File: src/hw/rtl/assert_macros.svh
// ----------------------------------------------------------------------------
// Assertion macros
// Shared wrappers for the concurrent checks in the transform RTL.
// ----------------------------------------------------------------------------
`ifndef ASSERT_MACROS_SVH
`define ASSERT_MACROS_SVH

// Implication checked on the same clock edge, disabled while reset is high.
`define HBT_ASSERT(lbl, clk, rst, prop) \
   lbl: assert property (@(posedge clk) disable iff (rst) (prop)) \
      else $error("hbt91 check failed");

// Antecedent on one edge, consequent on the following edge.
`define HBT_ASSERT_NEXT(lbl, clk, rst, ante, cons) \
   lbl: assert property (@(posedge clk) disable iff (rst) (ante) |=> (cons)) \
      else $error("hbt91 check failed");

`endif

File: src/hw/rtl/hbt91_pkg.sv
// ----------------------------------------------------------------------------
// hbt91_pkg
// Types, constants and arithmetic helpers for the mod-91 block transform.
// ----------------------------------------------------------------------------
package hbt91_pkg;

   localparam int ALPHA     = 91;
   localparam int BASE_CHAR = 32;
   localparam int SYM_W     = 7;
   localparam int BYTE_W    = 7;
   localparam int KEY_W     = 56;
   localparam int ROW_KEY_W = 28;
   localparam int BS_W      = 3;
   localparam int ROW_W     = 2;
   localparam int COL_W     = 2;
   localparam int PROD_W    = 13;
   localparam int CSR_IDX_W = 2;

   // Reciprocal of the alphabet size, 2^17 / 91 rounded down.
   localparam int RECIP_MUL   = 1440;
   localparam int RECIP_SHIFT = 17;
   localparam int RECIP_W     = 11;

   localparam logic [BS_W-1:0]  BS_RESET        = 3'd1;
   localparam logic [KEY_W-1:0] KEY_UPPER_RESET = 56'd34359738369;
   localparam logic [KEY_W-1:0] KEY_LOWER_RESET = 56'd562949953437696;

   typedef enum logic [CSR_IDX_W-1:0] {
      CSR_BLOCK_SIZE = 2'd0,
      CSR_KEY_UPPER  = 2'd1,
      CSR_KEY_LOWER  = 2'd2
   } csr_idx_type;

   typedef struct packed {
      logic [KEY_W-1:0] upper;
      logic [KEY_W-1:0] lower;
   } key_type;

   // One row of the dot product travelling along the cells.
   typedef struct packed {
      logic             vld;
      logic             last;
      logic [ROW_W-1:0] row;
      logic [SYM_W-1:0] acc;
   } chain_type;

   // Map a character to its symbol, (byte - 32) mod 91.
   function automatic logic [SYM_W-1:0] to_symbol(input logic [BYTE_W-1:0] b);
      logic [BYTE_W:0] t;
      t = {1'b0, b} + 8'(ALPHA - BASE_CHAR);
      if (t >= 8'(2 * ALPHA)) begin
         t = t - 8'(2 * ALPHA);
      end else if (t >= 8'(ALPHA)) begin
         t = t - 8'(ALPHA);
      end
      return t[SYM_W-1:0];
   endfunction

   // Key entry (row, col), reduced mod 91.
   function automatic logic [SYM_W-1:0] key_entry(input key_type k,
                                                  input logic [ROW_W-1:0] row,
                                                  input logic [COL_W-1:0] col);
      logic [ROW_KEY_W-1:0] rw;
      logic [SYM_W-1:0]     e;
      case (row)
         2'd0:    rw = k.upper[ROW_KEY_W-1:0];
         2'd1:    rw = k.upper[KEY_W-1:ROW_KEY_W];
         2'd2:    rw = k.lower[ROW_KEY_W-1:0];
         default: rw = k.lower[KEY_W-1:ROW_KEY_W];
      endcase
      e = rw[int'(col) * SYM_W +: SYM_W];
      if (e >= 7'(ALPHA)) begin
         e = e - 7'(ALPHA);
      end
      return e;
   endfunction

   // x mod 91 for x below 8192: reciprocal estimate, then one correction.
   function automatic logic [SYM_W-1:0] mod_alpha(input logic [PROD_W-1:0] x);
      logic [PROD_W+RECIP_W-1:0] est;
      logic [SYM_W-1:0]          q;
      logic [PROD_W-1:0]         qa;
      logic [SYM_W:0]            r;
      est = {{RECIP_W{1'b0}}, x} * (PROD_W + RECIP_W)'(RECIP_MUL);
      q   = est[RECIP_SHIFT +: SYM_W];
      qa  = {{(PROD_W - SYM_W){1'b0}}, q} * PROD_W'(ALPHA);
      r   = 8'(x - qa);
      if (r >= 8'(ALPHA)) begin
         r = r - 8'(ALPHA);
      end
      return r[SYM_W-1:0];
   endfunction

endpackage

File: src/hw/rtl/hbt91_cell.sv
// ----------------------------------------------------------------------------
// hbt91_cell
// One column of the dot-product chain: holds one symbol and adds its term.
// ----------------------------------------------------------------------------
`include "assert_macros.svh"

module hbt91_cell #(
   parameter int COL = 0
) (
   input  logic                              clock,
   input  logic                              reset,
   input  logic                              adv,
   input  logic [hbt91_pkg::BS_W-1:0]        blk_n,
   input  hbt91_pkg::key_type                key,
   input  logic                              sym_we,
   input  logic [hbt91_pkg::SYM_W-1:0]       sym_wdata,
   input  hbt91_pkg::chain_type              chain_in,
   output hbt91_pkg::chain_type              chain_out
);

   logic [hbt91_pkg::SYM_W-1:0]  sym_ff;
   hbt91_pkg::chain_type         a_ff, a_in;
   hbt91_pkg::chain_type         b_ff, b_in;
   logic [hbt91_pkg::PROD_W-1:0] prod_ff, prod_in;
   logic [hbt91_pkg::SYM_W-1:0]  key_val;
   logic                         active;

   always_ff @(posedge clock) begin
      if (sym_we) begin
         sym_ff <= sym_wdata;
      end
   end

   // Columns beyond the current block size contribute nothing.
   assign active  = (3'(COL) < blk_n);
   assign key_val = hbt91_pkg::key_entry(key, chain_in.row, 2'(COL));

   always_comb begin
      a_in    = chain_in;
      prod_in = '0;
      if (active) begin
         prod_in = {6'd0, key_val} * {6'd0, sym_ff};
      end
      b_in     = a_ff;
      b_in.acc = hbt91_pkg::mod_alpha({6'd0, a_ff.acc} + prod_ff);
   end

   always_ff @(posedge clock) begin
      if (reset) begin
         a_ff.vld <= 1'b0;
         b_ff.vld <= 1'b0;
      end else if (adv) begin
         a_ff    <= a_in;
         prod_ff <= prod_in;
         b_ff    <= b_in;
      end
   end

   assign chain_out = b_ff;

   `HBT_ASSERT(a_cell_acc_range, clock, reset, !b_ff.vld || (b_ff.acc < 7'(hbt91_pkg::ALPHA)))
   `HBT_ASSERT_NEXT(a_cell_hold, clock, reset, !adv, $stable(b_ff))
   `HBT_ASSERT_NEXT(a_cell_take, clock, reset, adv && chain_in.vld, a_ff.vld)

endmodule

File: src/hw/rtl/hill_block_transform_mod91_top.sv
// ----------------------------------------------------------------------------
// hill_block_transform_mod91_top
// Hill-cipher block decryption over a 91-symbol alphabet, systolic row chain.
// ----------------------------------------------------------------------------
// The first result of a block passes through the injection register, the
// a and b registers of each cell and the output register; results then
// follow one per cycle while rsp_stall is low. Input is stalled from
// block completion until its last result has been taken.
// Reset: synchronous, active high; clears the block size to 1 and the key to
// the identity. No clearing pass is needed.
// ----------------------------------------------------------------------------
`include "assert_macros.svh"

module hill_block_transform_mod91_top #(
   parameter int MAX_BLOCK = 4
) (
   input  logic                                clock,
   input  logic                                reset,
   // Ciphertext characters in.
   input  logic                                req_valid,
   output logic                                req_stall,
   input  logic [hbt91_pkg::BYTE_W-1:0]        req_cipher_byte,
   // Plaintext characters out.
   output logic                                rsp_valid,
   input  logic                                rsp_stall,
   output logic [hbt91_pkg::BYTE_W-1:0]        rsp_plain_byte,
   output logic                                rsp_block_last,
   // Register writes.
   input  logic                                csr_valid,
   output logic                                csr_ready,
   input  logic [hbt91_pkg::CSR_IDX_W-1:0]     csr_index,
   input  logic [hbt91_pkg::KEY_W-1:0]         csr_wdata
);

   localparam int IDX_W = (MAX_BLOCK > 1) ? $clog2(MAX_BLOCK) : 1;

   // ------------------------------------------------------------------------
   // Configuration registers. Writes are always accepted; an index beyond
   // the register list is ignored.
   // ------------------------------------------------------------------------
   logic [hbt91_pkg::BS_W-1:0] bs_ff, bs_in;
   hbt91_pkg::key_type         key_ff, key_in;

   assign csr_ready = 1'b1;

   always_comb begin
      bs_in  = bs_ff;
      key_in = key_ff;
      if (csr_valid) begin
         case (hbt91_pkg::csr_idx_type'(csr_index))
            hbt91_pkg::CSR_BLOCK_SIZE: bs_in        = csr_wdata[hbt91_pkg::BS_W-1:0];
            hbt91_pkg::CSR_KEY_UPPER:  key_in.upper = csr_wdata;
            hbt91_pkg::CSR_KEY_LOWER:  key_in.lower = csr_wdata;
            default:                   bs_in        = bs_ff;
         endcase
      end
   end

   always_ff @(posedge clock) begin
      if (reset) begin
         bs_ff        <= hbt91_pkg::BS_RESET;
         key_ff.upper <= hbt91_pkg::KEY_UPPER_RESET;
         key_ff.lower <= hbt91_pkg::KEY_LOWER_RESET;
      end else begin
         bs_ff  <= bs_in;
         key_ff <= key_in;
      end
   end

   // Effective block size: zero counts as one, and it saturates at the
   // number of cells.
   logic [hbt91_pkg::BS_W-1:0] blk_n;

   always_comb begin
      if (bs_ff == '0) begin
         blk_n = 3'd1;
      end else if (bs_ff > 3'(MAX_BLOCK)) begin
         blk_n = 3'(MAX_BLOCK);
      end else begin
         blk_n = bs_ff;
      end
   end

   // ------------------------------------------------------------------------
   // Block control. Characters are written into the cell selected by the
   // fill count. When the block is complete, one row token per active key row is
   // injected into the head of the chain, and the input side stalls until
   // the final result of the block has been taken.
   // ------------------------------------------------------------------------
   logic                          busy_ff, busy_in;
   logic                          inj_ff, inj_in;
   logic [IDX_W-1:0]              fill_ff, fill_in;
   logic [hbt91_pkg::ROW_W-1:0]   row_ff, row_in;
   logic                          accept;
   logic                          blk_done;
   logic                          row_last;
   logic                          adv;
   logic                          rsp_done;
   logic [hbt91_pkg::SYM_W-1:0]   req_sym;

   // Output register state.
   logic                          rsp_valid_ff, rsp_valid_in;
   logic [hbt91_pkg::BYTE_W-1:0]  rsp_plain_ff, rsp_plain_in;
   logic                          rsp_last_ff, rsp_last_in;

   hbt91_pkg::chain_type          chain [MAX_BLOCK+1];

   assign req_stall = busy_ff;
   assign accept    = req_valid && !busy_ff;
   assign req_sym   = hbt91_pkg::to_symbol(req_cipher_byte);
   // When the block size has been lowered mid-block, the fill count may
   // already reach it; the next character then completes the block.
   assign blk_done  = ((3'(fill_ff) + 3'd1) >= blk_n);
   assign row_last  = ((3'(row_ff) + 3'd1) == blk_n);

   // The whole chain moves whenever the output register can take a word.
   assign adv      = !rsp_valid_ff || !rsp_stall;
   assign rsp_done = rsp_valid_ff && !rsp_stall && rsp_last_ff;

   always_comb begin
      busy_in = busy_ff;
      inj_in  = inj_ff;
      fill_in = fill_ff;
      row_in  = row_ff;
      if (accept) begin
         if (blk_done) begin
            fill_in = '0;
            busy_in = 1'b1;
            inj_in  = 1'b1;
            row_in  = '0;
         end else begin
            fill_in = fill_ff + 1'b1;
         end
      end
      if (adv && inj_ff) begin
         if (row_last) begin
            inj_in = 1'b0;
         end else begin
            row_in = row_ff + 1'b1;
         end
      end
      if (rsp_done) begin
         busy_in = 1'b0;
      end
   end

   always_ff @(posedge clock) begin
      if (reset) begin
         busy_ff <= 1'b0;
         inj_ff  <= 1'b0;
         fill_ff <= '0;
         row_ff  <= '0;
      end else begin
         busy_ff <= busy_in;
         inj_ff  <= inj_in;
         fill_ff <= fill_in;
         row_ff  <= row_in;
      end
   end

   // ------------------------------------------------------------------------
   // Cell chain. Each cell holds one symbol of the block and adds its term
   // key(row, col) * symbol(col) to the running residue of the row token.
   // ------------------------------------------------------------------------
   always_comb begin
      chain[0].vld  = inj_ff;
      chain[0].last = row_last;
      chain[0].row  = row_ff;
      chain[0].acc  = '0;
   end

   for (genvar c = 0; c < MAX_BLOCK; c++) begin : g_cell
      hbt91_cell #(
         .COL (c)
      ) u_cell (
         .clock     (clock),
         .reset     (reset),
         .adv       (adv),
         .blk_n     (blk_n),
         .key       (key_ff),
         .sym_we    (accept && (fill_ff == IDX_W'(c))),
         .sym_wdata (req_sym),
         .chain_in  (chain[c]),
         .chain_out (chain[c+1])
      );
   end

   // ------------------------------------------------------------------------
   // Output register: the residue is shifted back into the printable range.
   // ------------------------------------------------------------------------
   always_comb begin
      rsp_valid_in = rsp_valid_ff;
      rsp_plain_in = rsp_plain_ff;
      rsp_last_in  = rsp_last_ff;
      if (adv) begin
         rsp_valid_in = chain[MAX_BLOCK].vld;
         rsp_plain_in = chain[MAX_BLOCK].acc + 7'(hbt91_pkg::BASE_CHAR);
         rsp_last_in  = chain[MAX_BLOCK].last;
      end
   end

   always_ff @(posedge clock) begin
      if (reset) begin
         rsp_valid_ff <= 1'b0;
      end else begin
         rsp_valid_ff <= rsp_valid_in;
      end
      rsp_plain_ff <= rsp_plain_in;
      rsp_last_ff  <= rsp_last_in;
   end

   assign rsp_valid      = rsp_valid_ff;
   assign rsp_plain_byte = rsp_plain_ff;
   assign rsp_block_last = rsp_last_ff;

   `HBT_ASSERT(a_inj_needs_busy, clock, reset, !inj_ff || busy_ff)
   `HBT_ASSERT_NEXT(a_done_clears_busy, clock, reset, rsp_done, !busy_ff)
   `HBT_ASSERT_NEXT(a_block_start, clock, reset, accept && blk_done, inj_ff && busy_ff && (row_ff == '0))
   `HBT_ASSERT(a_plain_range, clock, reset, !rsp_valid_ff || ((rsp_plain_ff >= 7'(hbt91_pkg::BASE_CHAR)) && (rsp_plain_ff <= 7'(hbt91_pkg::BASE_CHAR + hbt91_pkg::ALPHA - 1))))

endmodule

File: config.mk
export PLATFORM = sky130hd
export DESIGN_NAME = hill_block_transform_mod91_top
export DESIGN_NICKNAME = d
export VERILOG_FILES = /design/src/hw/rtl/hbt91_pkg.sv /design/src/hw/rtl/hbt91_cell.sv /design/src/hw/rtl/hill_block_transform_mod91_top.sv
export VERILOG_INCLUDE_DIRS = /design/src /design/src/hw/rtl
export SDC_FILE = /design/constraint.sdc
export NUM_CORES = 1
export LEC_CHECK = 0
export ABC_AREA = 1
export BUFFER_PORTS_ARGS = -buffer_cell sky130_fd_sc_hd__buf_4
export CORE_AREA = 4 4 186 278
export DETAILED_ROUTE_END_ITERATION = 8
export DIE_AREA = 0 0 190 282
export PLACE_DENSITY_LB_ADDON = 0.05
export SYNTH_ARGS = -nofsm -noshare
export SYNTH_HDL_FRONTEND = slang
export SYNTH_SLANG_ARGS = --single-unit
File: constraint.sdc
create_clock -name clock -period 7.4 [get_ports clock]
set_input_delay 0.74 -clock clock [delete_from_list [all_inputs] [get_ports clock]]
set_output_delay 0.74 -clock clock [all_outputs]
set_load 0.05 [all_outputs]
==> metrics.json <==
{
  "grt_antenna_before_repair": {"value": 0},
  "antenna_cells": {"value": 0},
  "cts_root_buffer": {"value": "sky130_fd_sc_hd__clkbuf_16"},
  "placement_rows": {"value": 100},
  "placedInstanceArea": {"value": 0.0320, "unit": "mm^2"},
  "clk_transition_reported_paths": {"value": 0.07, "unit": "ns"},
  "clock-sinks": {"value": 287},
  "postSynthRegisterBits": {"value": 287},
  "critical_path_arrival": {"value": 8.23, "unit": "ns"},
  "post-synth-top-area-fraction": {"value": 17.1, "unit": "%"},
  "vias_in_the_first_global_route": {"value": 25200},
  "layout_min_cycle_time": {"value": 7.89, "unit": "ns"},
  "finalSetupViolCount": {"value": 21},
  "grt_start_max_net_pins": {"value": 97},
  "crit_path_max_incr_delay": {"value": 0.48, "unit": "ns"},
  "max_freq": {"value": 127, "unit": "MHz"},
  "timing.hold.worst.class": {"value": "input port to flip-flop"},
  "io_pins": {"value": 81},
  "grt_pass1_wl": {"value": 115000, "unit": "um"},
  "synth_largest_area_cell": {"value": "sky130_fd_sc_hd__ha_1"},
  "nets": {"value": 4568},
  "path_delay_family": {"value": "buffers and inverters"},
  "floorplan.die_area": {"value": 0.0536, "unit": "mm^2"},
  "worst-setup-path-type": {"value": "flip-flop to flip-flop"},
  "layout-drive-gt1-share": {"value": 20.5, "unit": "%"},
  "cts_hold_buf": {"value": 0},
  "total_of_warnings_raised_by_yosys": {"value": 0},
  "async_flop_share": {"value": 0, "unit": "%"},
  "synthFlopType": {"value": "sky130_fd_sc_hd__edfxtp_1"},
  "yosys.cell_types.count": {"value": 57},
  "detail_route.vias_per_cell": {"value": 5.27},
  "critPathCaptureType": {"value": "flip-flop"},
  "tritoncts.num_buffers": {"value": 27},
  "status": {"value": "complete, but fails checks"},
  "postSynthAreaPerCell": {"value": 8.07, "unit": "um^2"},
  "timing.slew.headroom": {"value": 39.6, "unit": "%"},
  "cp_common_cell": {"value": "sky130_fd_sc_hd__buf_4"},
  "start_util": {"value": 58.1, "unit": "%"},
  "clock_path_buffers": {"value": 3},
  "failed_checks": {"value": "negative setup slack"},
  "die_w": {"value": 190, "unit": "um"},
  "synth_top_area_cells": {"value": "sky130_fd_sc_hd__ha_1 (17%), sky130_fd_sc_hd__edfxtp_1 (16%), sky130_fd_sc_hd__fa_1 (13%)"},
  "wl_per_cell": {"value": 15.1, "unit": "um"},
  "grt_util_all_layers": {"value": 25.4, "unit": "%"},
  "slowest_stage": {"value": "sky130_fd_sc_hd__fa_1"},
  "tightest_slew": {"value": 0.905, "unit": "ns"},
  "clock_latency_late_sink": {"value": 0.58, "unit": "ns"},
  "grt-ovfl-total": {"value": 0},
  "final.setup_skew": {"value": 0.0248, "unit": "ns"},
  "pre_cts_slack": {"value": -0.518, "unit": "ns"},
  "syn_area": {"value": 0.0287, "unit": "mm^2"},
  "final_max_slew_viol_count": {"value": 0},
  "number_of_flops_mapped_to_enable_cells_by_yosys": {"value": 157},
  "post-route-period-util": {"value": 107, "unit": "%"},
  "detailedPlacementHpwl": {"value": 53700, "unit": "um"},
  "setup_slack": {"value": -0.491, "unit": "ns"},
  "synthToLayoutAreaGrowth": {"value": 21.7, "unit": "%"},
  "chipHeight": {"value": 282, "unit": "um"},
  "maxCapViolCount": {"value": 0},
  "core_area": {"value": 0.0494, "unit": "mm^2"},
  "vias": {"value": 24200},
  "cp-start-kind": {"value": "flip-flop"},
  "required": {"value": 7.74, "unit": "ns"},
  "crit_path_buf_inv_count": {"value": 28},
  "synthCells": {"value": 3558},
  "synth_sequential_area_ratio": {"value": 25.5, "unit": "%"},
  "cts_tree": {"value": "built"},
  "syn-num-nets": {"value": 4211},
  "path_max_fanout": {"value": 7},
  "drtIter0Drc": {"value": 945},
  "rsz0062_at_grt": {"value": "true"},
  "wl": {"value": 69700, "unit": "um"},
  "gp_routability_congestion": {"value": 0.902},
  "drc_errors": {"value": 0},
  "detail_route.first_pass.iterations": {"value": 5},
  "ant_nets": {"value": 0},
  "hold_violations": {"value": 0},
  "port_buffer_count": {"value": 79},
  "cts_htree_levels": {"value": 1},
  "layout.cell_area.non_filler": {"value": 0.0350, "unit": "mm^2"}
}
-- cells in the mapped netlist (8+ instances only) --
cell and count:
sky130_fd_sc_hd__o21ai_2 13, sky130_fd_sc_hd__o21a_1 12, sky130_fd_sc_hd__nand2_2 17, sky130_fd_sc_hd__o22ai_1 8, sky130_fd_sc_hd__nand4_1 36, sky130_fd_sc_hd__inv_1 687
sky130_fd_sc_hd__o21ai_0 163, sky130_fd_sc_hd__nor3_1 21, sky130_fd_sc_hd__o21bai_1 30, sky130_fd_sc_hd__xnor2_1 67, sky130_fd_sc_hd__nand2_1 721, sky130_fd_sc_hd__nand3_1 120
sky130_fd_sc_hd__dfxtp_1 130, sky130_fd_sc_hd__xor2_1 125, sky130_fd_sc_hd__a21oi_1 194, sky130_fd_sc_hd__nand3_2 8, sky130_fd_sc_hd__fa_1 191, sky130_fd_sc_hd__clkbuf_1 43
sky130_fd_sc_hd__o21ai_1 23, sky130_fd_sc_hd__edfxtp_1 157, sky130_fd_sc_hd__a31oi_1 13, sky130_fd_sc_hd__nor2_1 274, sky130_fd_sc_hd__inv_2 19, sky130_fd_sc_hd__xor2_2 10
sky130_fd_sc_hd__a21o_1 9, sky130_fd_sc_hd__ha_1 392
-- timing repair --
action / 4_1_cts / 5_1_grt
gates resized for setup: 132 / 151
pin swaps: 167 / 111
setup endpoints to repair: 21 / 28
setup buffers: 53 / 21
-- through the flow --
step / hold WS (ns) / utilization, % / TNS (ns) / cells
floorplan: 0.400 / - / -0.00429 / 3558
global placement: 0.400 / 64.8 / -6.11 / 4477
detailed placement: 0.405 / 64.8 / -9.91 / 4477
CTS: 0.345 / 68.9 / -4.73 / 4580
global route: 0.373 / 70.7 / -16.92 / 4599
finish: 0.371 / 70.7 / -8.16 / 4599
-- routing by layer --
layer | wire (um) | track usage [%]
met3 | 2070 | 2.13
met1 | 27200 | 29.1
met2 | 37700 | 48.9
met5 | 0 | 0
met4 | 2700 | 9.28
-- flip-flops by register name (all words and copies together), names as in the netlist --
name / cells
fill_ff: 2
inj_ff: 1
g_cell.u_cell.chain_out: 42
rsp_valid: 1
rsp_plain_byte: 7
row_ff: 2
key_ff: 112
rsp_block_last: 1
g_cell.u_cell.prod_ff: 52
g_cell.u_cell.sym_ff: 28
req_stall: 1
g_cell.u_cell.a_ff: 35
bs_ff: 3
-- cells by family (layout without fill, tap and decap cells) --
family | Yosys count | after routing | share of synthesized area [%]
AO/OA/AOI/OAI | 489 | 489 | 9.61
adder cells (fa/ha/maj) | 583 | 583 | 30.4
flip-flops | 287 | 287 | 25.5
other | 1 | 1 | 0.0131
buffers and inverters | 761 | 1139 | 10.1
XOR/XNOR | 202 | 202 | 6.42
AND/OR/NAND/NOR | 1235 | 1235 | 18.0
-- layout by cell type, fill, tap and decap left out, types with 31 or more instances in the layout --
cell type / count
sky130_fd_sc_hd__nor2_1: 268
sky130_fd_sc_hd__clkbuf_16: 31
sky130_fd_sc_hd__nand2_2: 75
sky130_fd_sc_hd__fa_1: 184
sky130_fd_sc_hd__dfxtp_1: 130
sky130_fd_sc_hd__o21ai_0: 158
sky130_fd_sc_hd__inv_1: 641
sky130_fd_sc_hd__edfxtp_1: 157
sky130_fd_sc_hd__nand4_1: 36
sky130_fd_sc_hd__a21oi_1: 167
sky130_fd_sc_hd__inv_2: 62
sky130_fd_sc_hd__buf_4: 367
sky130_fd_sc_hd__xor2_1: 112
sky130_fd_sc_hd__nand3_1: 103
sky130_fd_sc_hd__xnor2_1: 58
sky130_fd_sc_hd__nand2_1: 644
sky130_fd_sc_hd__ha_4: 59
sky130_fd_sc_hd__ha_1: 324
-- cell type report --
type                       count  area, um^2
inverter                     709        2670
clock inverter                14         126
sequential                   287        7320
multi-input combinational   2510       20300
fill                        3930       14500
tap                          663         830
clock buffer                  36         825
timing repair buffer         380        2930
-- worst paths after layout --
kind,startpoint,end,slack [ns],cells past startpoint
max,g_cell[2].u_cell.a_ff[0],g_cell[2].u_cell.chain_out[4],-0.49,56
min,csr_wdata[14],key_ff[14],0.37,3
min reg2reg,g_cell[3].u_cell.chain_out[0],rsp_plain_byte[0],0.42,0
max reg2reg,g_cell[2].u_cell.a_ff[0],g_cell[2].u_cell.chain_out[4],-0.49,56
-- worst min-delay path, stage by stage --
cell	delay (ns)
sky130_fd_sc_hd__buf_4	0.09
sky130_fd_sc_hd__nand2_1	0.04
sky130_fd_sc_hd__nand3_1	0.05
Power is not shown: default switching activity piles up to over one toggle a cycle in this logic, so the estimate is an artifact.
